### src/blg_pkg.sv
// blg_pkg: shared types and constants for the battery level gauge
// status codes, register indexes, configuration and input word structs
// no dependencies
package blg_pkg;

    localparam int SAMPLE_W = 12;
    localparam int MARGIN_W = 10;
    localparam int SHIFT_W  = 3;
    localparam int LEVEL_W  = 3;
    localparam int INDEX_W  = 3;
    localparam int DATA_W   = 12;

    typedef enum logic [2:0] {
        STATUS_FAULT       = 3'd0,
        STATUS_UNAVAILABLE = 3'd1,
        STATUS_CHARGING    = 3'd2,
        STATUS_COMPLETE    = 3'd3,
        STATUS_LOW         = 3'd4,
        STATUS_NORMAL      = 3'd5
    } status_t;

    typedef enum logic [INDEX_W-1:0] {
        REG_THRESHOLD_ONE   = 3'd0,
        REG_THRESHOLD_TWO   = 3'd1,
        REG_THRESHOLD_THREE = 3'd2,
        REG_HYST_MARGIN     = 3'd3,
        REG_AVERAGE_SHIFT   = 3'd4,
        REG_LOW_LEVEL_LIMIT = 3'd5
    } reg_index_t;

    localparam logic [SAMPLE_W-1:0] RST_THRESHOLD_ONE   = 12'd2020;
    localparam logic [SAMPLE_W-1:0] RST_THRESHOLD_TWO   = 12'd2140;
    localparam logic [SAMPLE_W-1:0] RST_THRESHOLD_THREE = 12'd2260;
    localparam logic [MARGIN_W-1:0] RST_HYST_MARGIN     = 10'd20;
    localparam logic [SHIFT_W-1:0]  RST_AVERAGE_SHIFT   = 3'd3;
    localparam logic [LEVEL_W-1:0]  RST_LOW_LEVEL_LIMIT = 3'd1;

    typedef struct packed {
        logic [SAMPLE_W-1:0] threshold_one;
        logic [SAMPLE_W-1:0] threshold_two;
        logic [SAMPLE_W-1:0] threshold_three;
        logic [MARGIN_W-1:0] hysteresis_margin;
        logic [SHIFT_W-1:0]  average_shift;
        logic [LEVEL_W-1:0]  low_level_limit;
    } cfg_t;

    typedef struct packed {
        logic                read_valid;
        logic [SAMPLE_W-1:0] adc_sample;
        logic                supply_good;
        logic                charge_active;
    } item_t;

endpackage

### src/blg_cfg_regs.sv
// blg_cfg_regs: configuration register file of the battery level gauge
// depends on blg_pkg; writes beyond the last register are dropped
module blg_cfg_regs
    import blg_pkg::*;
(
    input  logic                 aclk,
    input  logic                 aresetn,
    input  logic                 wr_en,
    input  logic [INDEX_W-1:0]   wr_index,
    input  logic [DATA_W-1:0]    wr_data,
    output cfg_t                 cfg
);

    cfg_t cfg_reg;
    cfg_t cfg_next;

    always_comb begin
        cfg_next = cfg_reg;
        if (wr_en) begin
            case (wr_index)
                REG_THRESHOLD_ONE:   cfg_next.threshold_one     = wr_data[SAMPLE_W-1:0];
                REG_THRESHOLD_TWO:   cfg_next.threshold_two     = wr_data[SAMPLE_W-1:0];
                REG_THRESHOLD_THREE: cfg_next.threshold_three   = wr_data[SAMPLE_W-1:0];
                REG_HYST_MARGIN:     cfg_next.hysteresis_margin = wr_data[MARGIN_W-1:0];
                REG_AVERAGE_SHIFT:   cfg_next.average_shift     = wr_data[SHIFT_W-1:0];
                REG_LOW_LEVEL_LIMIT: cfg_next.low_level_limit   = wr_data[LEVEL_W-1:0];
                default:             cfg_next = cfg_reg;
            endcase
        end
    end

    always_ff @(posedge aclk) begin
        if (!aresetn) begin
            cfg_reg.threshold_one     <= RST_THRESHOLD_ONE;
            cfg_reg.threshold_two     <= RST_THRESHOLD_TWO;
            cfg_reg.threshold_three   <= RST_THRESHOLD_THREE;
            cfg_reg.hysteresis_margin <= RST_HYST_MARGIN;
            cfg_reg.average_shift     <= RST_AVERAGE_SHIFT;
            cfg_reg.low_level_limit   <= RST_LOW_LEVEL_LIMIT;
        end else begin
            cfg_reg <= cfg_next;
        end
    end

    assign cfg = cfg_reg;

endmodule

### src/blg_core.sv
// blg_core: running average, level with hysteresis and status classification
// depends on blg_pkg; state advances once per word passed to the result stage
module blg_core
    import blg_pkg::*;
(
    input  logic                aclk,
    input  logic                aresetn,
    input  cfg_t                cfg,
    input  item_t               item,
    input  logic                advance,
    output status_t             status,
    output logic [LEVEL_W-1:0]  level
);

    logic [SAMPLE_W-1:0] average_reg, average_next;
    logic                seeded_reg, seeded_next;
    logic [LEVEL_W-1:0]  level_reg, level_next;
    logic                read_seen_reg, read_seen_next;

    logic signed [SAMPLE_W:0] diff;
    logic signed [SAMPLE_W:0] bias;
    logic signed [SAMPLE_W:0] quot;
    logic [SAMPLE_W-1:0]      avg_new;
    logic [LEVEL_W-1:0]       raw_level;
    logic [SAMPLE_W-1:0]      up_thr;
    logic [SAMPLE_W-1:0]      dn_thr;
    logic [SAMPLE_W:0]        margin_ext;
    logic                     up_ok;
    logic                     dn_ok;
    logic [LEVEL_W-1:0]       level_upd;

    // difference over 2^shift, truncated toward zero
    always_comb begin
        diff = $signed({1'b0, item.adc_sample}) - $signed({1'b0, average_reg});
        bias = diff[SAMPLE_W] ? $signed((13'd1 << cfg.average_shift) - 13'd1)
                              : $signed(13'd0);
        quot = (diff + bias) >>> cfg.average_shift;
        avg_new = seeded_reg ? (average_reg + quot[SAMPLE_W-1:0]) : item.adc_sample;
    end

    always_comb begin
        raw_level = 3'd1;
        if (avg_new > cfg.threshold_one)   raw_level = 3'd2;
        if (avg_new > cfg.threshold_two)   raw_level = 3'd3;
        if (avg_new > cfg.threshold_three) raw_level = 3'd4;
    end

    always_comb begin
        case (level_reg)
            3'd1:    up_thr = cfg.threshold_one;
            3'd2:    up_thr = cfg.threshold_two;
            default: up_thr = cfg.threshold_three;
        endcase
        case (level_reg)
            3'd3:    dn_thr = cfg.threshold_two;
            3'd4:    dn_thr = cfg.threshold_three;
            default: dn_thr = cfg.threshold_one;
        endcase
        margin_ext = {3'b000, cfg.hysteresis_margin};
        up_ok = {1'b0, avg_new} > ({1'b0, up_thr} + margin_ext);
        dn_ok = ({1'b0, avg_new} + margin_ext) < {1'b0, dn_thr};

        level_upd = level_reg;
        if (level_reg == 3'd0 || level_reg > 3'd4) begin
            level_upd = raw_level;
        end else if (raw_level > level_reg && up_ok) begin
            level_upd = raw_level;
        end else if (raw_level < level_reg && level_reg >= 3'd2 && dn_ok) begin
            level_upd = raw_level;
        end
    end

    always_comb begin
        average_next   = average_reg;
        seeded_next    = seeded_reg;
        level_next     = level_reg;
        read_seen_next = read_seen_reg;
        if (item.read_valid) begin
            average_next   = avg_new;
            seeded_next    = 1'b1;
            level_next     = level_upd;
            read_seen_next = 1'b1;
        end
    end

    // status from the updated state and this word's pins
    always_comb begin
        if (item.charge_active && !item.supply_good) begin
            status = STATUS_FAULT;
        end else if (!read_seen_next) begin
            status = STATUS_UNAVAILABLE;
        end else if (!item.read_valid) begin
            status = STATUS_FAULT;
        end else if (item.supply_good) begin
            status = item.charge_active ? STATUS_CHARGING : STATUS_COMPLETE;
        end else if (level_next <= cfg.low_level_limit) begin
            status = STATUS_LOW;
        end else begin
            status = STATUS_NORMAL;
        end
        level = level_next;
    end

    always_ff @(posedge aclk) begin
        if (!aresetn) begin
            average_reg   <= '0;
            seeded_reg    <= 1'b0;
            level_reg     <= '0;
            read_seen_reg <= 1'b0;
        end else if (advance) begin
            average_reg   <= average_next;
            seeded_reg    <= seeded_next;
            level_reg     <= level_next;
            read_seen_reg <= read_seen_next;
        end
    end

endmodule

### src/battery_level_gauge_unit.sv
// battery_level_gauge_unit: top level of the battery level gauge
// depends on blg_pkg, blg_cfg_regs and blg_core
// m_valid rises once the accepted word moves from the input register to the result register
// one word per cycle while m_ready keeps up; the average and level update is combinational
// input and result registers; s_ready falls only while both hold words and m_ready is low
// reset: synchronous, active low; clears the pipeline, gauge state and loads register defaults
module battery_level_gauge_unit
    import blg_pkg::*;
(
    input  logic                aclk,
    input  logic                aresetn,
    input  logic                s_valid,
    output logic                s_ready,
    input  logic                s_read_valid,
    input  logic [SAMPLE_W-1:0] s_adc_sample,
    input  logic                s_supply_good,
    input  logic                s_charge_active,
    output logic                m_valid,
    input  logic                m_ready,
    output logic [2:0]          m_battery_status,
    output logic [LEVEL_W-1:0]  m_battery_level,
    input  logic                cfg_valid,
    output logic                cfg_ready,
    input  logic [INDEX_W-1:0]  cfg_index,
    input  logic [DATA_W-1:0]   cfg_data
);

    cfg_t               cfg;
    item_t              in_word_reg;
    logic               in_valid_reg;
    logic               out_valid_reg;
    status_t            status_reg;
    logic [LEVEL_W-1:0] level_reg;
    status_t            core_status;
    logic [LEVEL_W-1:0] core_level;
    logic               out_load;
    logic               advance;
    logic               in_load;

    assign cfg_ready = 1'b1;

    blg_cfg_regs u_cfg (
        .aclk     (aclk),
        .aresetn  (aresetn),
        .wr_en    (cfg_valid && cfg_ready),
        .wr_index (cfg_index),
        .wr_data  (cfg_data),
        .cfg      (cfg)
    );

    assign out_load = !out_valid_reg || m_ready;
    assign advance  = in_valid_reg && out_load;
    assign s_ready  = !in_valid_reg || advance;
    assign in_load  = s_valid && s_ready;

    blg_core u_core (
        .aclk    (aclk),
        .aresetn (aresetn),
        .cfg     (cfg),
        .item    (in_word_reg),
        .advance (advance),
        .status  (core_status),
        .level   (core_level)
    );

    // input word register
    always_ff @(posedge aclk) begin
        if (!aresetn) begin
            in_valid_reg <= 1'b0;
        end else if (in_load) begin
            in_valid_reg <= 1'b1;
        end else if (advance) begin
            in_valid_reg <= 1'b0;
        end
    end

    always_ff @(posedge aclk) begin
        if (in_load) begin
            in_word_reg.read_valid    <= s_read_valid;
            in_word_reg.adc_sample    <= s_adc_sample;
            in_word_reg.supply_good   <= s_supply_good;
            in_word_reg.charge_active <= s_charge_active;
        end
    end

    // result word register
    always_ff @(posedge aclk) begin
        if (!aresetn) begin
            out_valid_reg <= 1'b0;
        end else if (out_load) begin
            out_valid_reg <= in_valid_reg;
        end
    end

    always_ff @(posedge aclk) begin
        if (advance) begin
            status_reg <= core_status;
            level_reg  <= core_level;
        end
    end

    assign m_valid          = out_valid_reg;
    assign m_battery_status = status_reg;
    assign m_battery_level  = level_reg;

endmodule
### config.mk
export PLATFORM = sky130hd
export DESIGN_NAME = battery_level_gauge_unit
export DESIGN_NICKNAME = d
export VERILOG_FILES = /design/src/blg_pkg.sv /design/src/blg_cfg_regs.sv /design/src/blg_core.sv /design/src/battery_level_gauge_unit.sv
export SDC_FILE = /design/constraint.sdc
export NUM_CORES = 1
export LEC_CHECK = 0
export BUFFER_PORTS_ARGS = -buffer_cell sky130_fd_sc_hd__buf_4
export CORE_UTILIZATION = 60
export DETAILED_ROUTE_END_ITERATION = 6
export HOLD_SLACK_MARGIN = 0.1
export PLACE_DENSITY_LB_ADDON = 0.12
export SYNTH_ARGS = -nofsm -noshare
export SYNTH_HDL_FRONTEND = slang
export SYNTH_SLANG_ARGS = --single-unit
export TNS_END_PERCENT = 100
### constraint.sdc
create_clock -name aclk -period 12.2 [get_ports aclk]
set_input_delay 1.83 -clock aclk [delete_from_list [all_inputs] [get_ports aclk]]
set_output_delay 1.83 -clock aclk [all_outputs]
set_load 0.01 [all_outputs]
==> reports/qor.yml <==
synth.avg_cell_area_um2: 7.78
fin_nets: 1325
ios: 44
min_path_type: "flop to flop"
fin_ws_ps: 967
skew_ps: 9.98
worstSetupEndpointType: "flop"
synthFlopType: "dfxtp_1"
synth_seq_cells: 92
die-width_um: 124
drc: 0
core_um2: 14500
row_count: 44
dr.pass1.iters: 5
min-delay-start: "u_cfg.cfg[35]$_SDFFE_PN0P_"
yosys_warnings: 0
dieHeight_um: 124
grt_use_total: 0.334
antenna_found_initial: 0
cp_top_family: "compound AO/OA/AOI/OAI gates"
setup.worst_path.start: "in_word_reg[2]$_DFFE_PP_"
drv_cap: 0
cp_slowest_cell: "a2111oi_0"
arrival_ps: 11420
largest_reg_flops: 52
gp_congestion: 0.980
drt_iter0_markers: 544
crit_top_cell: "ha_1"
rsz0062_at_grt: "no"
power_density_nw_per_um2: 119
setup_viol: 0
clock_latency_ps: 360
cts_setup_buffers: 0
grt_overflow_total: 0
grt_max_degree: 57
yosysTopAreaCell: "ha_1"
die_area_um2: 15300
relSlewSlack: 0.221
reg2reg_slack_ps: 970
status: "completed"
cts_tree: "built"
avgRoutedWirePerCell_um: 18.5
path_clk_slew_ps: 70
hold_buffers: 0
routed_wl_um: 25000
fin_setup_tns_ps: 0
floorplan.initialDensity: 0.614
ys_top_cells_by_count: "nand2_1, nor2_1, ha_1, a21oi_1, inv_1"
drive_above_1_share: 0.0985
cp_max_fo: 10
max_freq_mhz: 89.0
period_share: 0.921
cts-root-buf: "clkbuf_16"
cts_sinks: 92
syn_area_um2: 8890
cts_max_level: 3
synth_edf_count: 21
start_kind: "flop"
p_leak_nw: 4.12
place_ws_ps: 863
grt_first_pass_wirelength_um: 38600
yosysMostFrequentCell: "nand2_1"
hold_viol_final: 0
irDropWorstVdd_mv: 0.0974
ant_nets: 0
yosysTopAreaCellShare: 0.172
worstMarginPinSlew_ps: 1160
hpwl_um: 19200
ys_seq_area_frac: 0.231
critPathMaxStageDelay_ps: 560
port_buffers: 42
cp.buffers_inverters: 5
cp.required_ps: 12380
cts_resized: 0
critPathKind: "flop to flop"
vias: 8390
clockBufferDepth: 2
ys_types: 82
antenna_cells: 0
timing.final.crit_period_ps: 11230
yosys-top-cells-area: "ha_1, dfxtp_1, edfxtp_1"
area_growth_pct: 8.87
cts_buffers: 9
grt_pass1_vias: 7732
synthArstFlopShare: 0
avgViaCountPerCell: 6.21
r2r-start: "in_word_reg[2]$_DFFE_PP_"
drv_slew: 0
synth_cells: 1142
## cell families after synthesis
group           share of synthesized area
fa+ha+maj                           0.183
simple gates                        0.191
buf+inv                            0.0562
xor+xnor                           0.0462
compound gates                      0.249
mux                                0.0431
other cells                      0.000845
flops                               0.231
## layout by cell type, fill, tap and decap left out, types with 3 or more instances in the layout
cell type,Yosys,layout
nor3_1,20,18
o31ai_1,4,4
or3_1,8,8
and3_1,3,3
conb_1,2,4
dfxtp_1,71,71
a21boi_0,3,3
o211ai_1,29,29
o41ai_1,3,3
xor2_1,11,11
o21bai_1,6,6
a21oi_1,104,104
ha_1,122,122
and2_1,7,7
mux2_2,14,14
o21a_1,19,19
nor2b_1,14,14
a211oi_1,16,15
a221oi_1,3,3
a2111oi_0,3,3
o21ai_0,55,54
nand2b_1,6,6
mux2i_1,18,18
or2_2,5,5
o22ai_1,11,11
xnor2_1,34,34
clkinv_1,3,3
edfxtp_1,21,21
nor2_1,124,124
nand2_1,138,138
clkbuf_16,0,9
o221ai_1,14,14
a21o_1,21,21
buf_4,1,54
nand3_1,28,28
nand4_1,18,18
fa_1,5,5
inv_1,81,81
inv_6,0,3
## routing by layer
layer,global-route usage,vias up,part of all wire
li1,-,4150,-
met4,0.161,0,0.043
met3,0.0481,71,0.051
met1,0.402,3917,0.43
met5,0,-,0
met2,0.581,252,0.48
## tightest hold or removal path, delay by kind of cell, from the launching register on
kind,cells,cell delay (ps)
AOI/OAI and AO/OA,1,50
DFF,1,330
and+or+nand+nor,1,60
## per-stage QoR
step	utilization	power (W)	hold slack (ps)	instance area, um2	std cells
4_1_cts	0.668	0.00114	482	9670	1352
5_1_grt	0.668	0.00121	500	9670	1352
2_1_floorplan	-	0.000722	440	8890	1144
3_3_place_gp	0.646	0.000836	468	9360	1336
3_5_place_dp	0.646	0.000843	472	9360	1336
6_report	0.668	0.00115	481	9670	1352
## power breakdown
part	internal [W]	total (W)	switching (W)	leakage (nW)
Combinational	0.000213	0.000512	0.000299	3.18
Sequential	0.000325	0.000336	0.0000104	0.781
Clock	0.000167	0.000299	0.000133	0.154
## worst paths after layout
path	cells past startpoint	end
max reg2reg	49	m_battery_status[0]$_SDFFCE_PP0P_
min	2	u_cfg.cfg[35]$_SDFFE_PN0P_
min reg2reg	2	u_cfg.cfg[35]$_SDFFE_PN0P_
max	49	m_battery_status[0]$_SDFFCE_PP0P_
## final cells by class
type                       instances  area [um2]
multi-input combinational        921        6360
fill                            1276        4800
sequential                        92        2050
timing repair buffer              54         405
inverter                          85         319
clock buffer                      10         239
tap                              184         230
clock inverter                     6        67.6
Note: power is estimated with default switching activity, not from simulation.
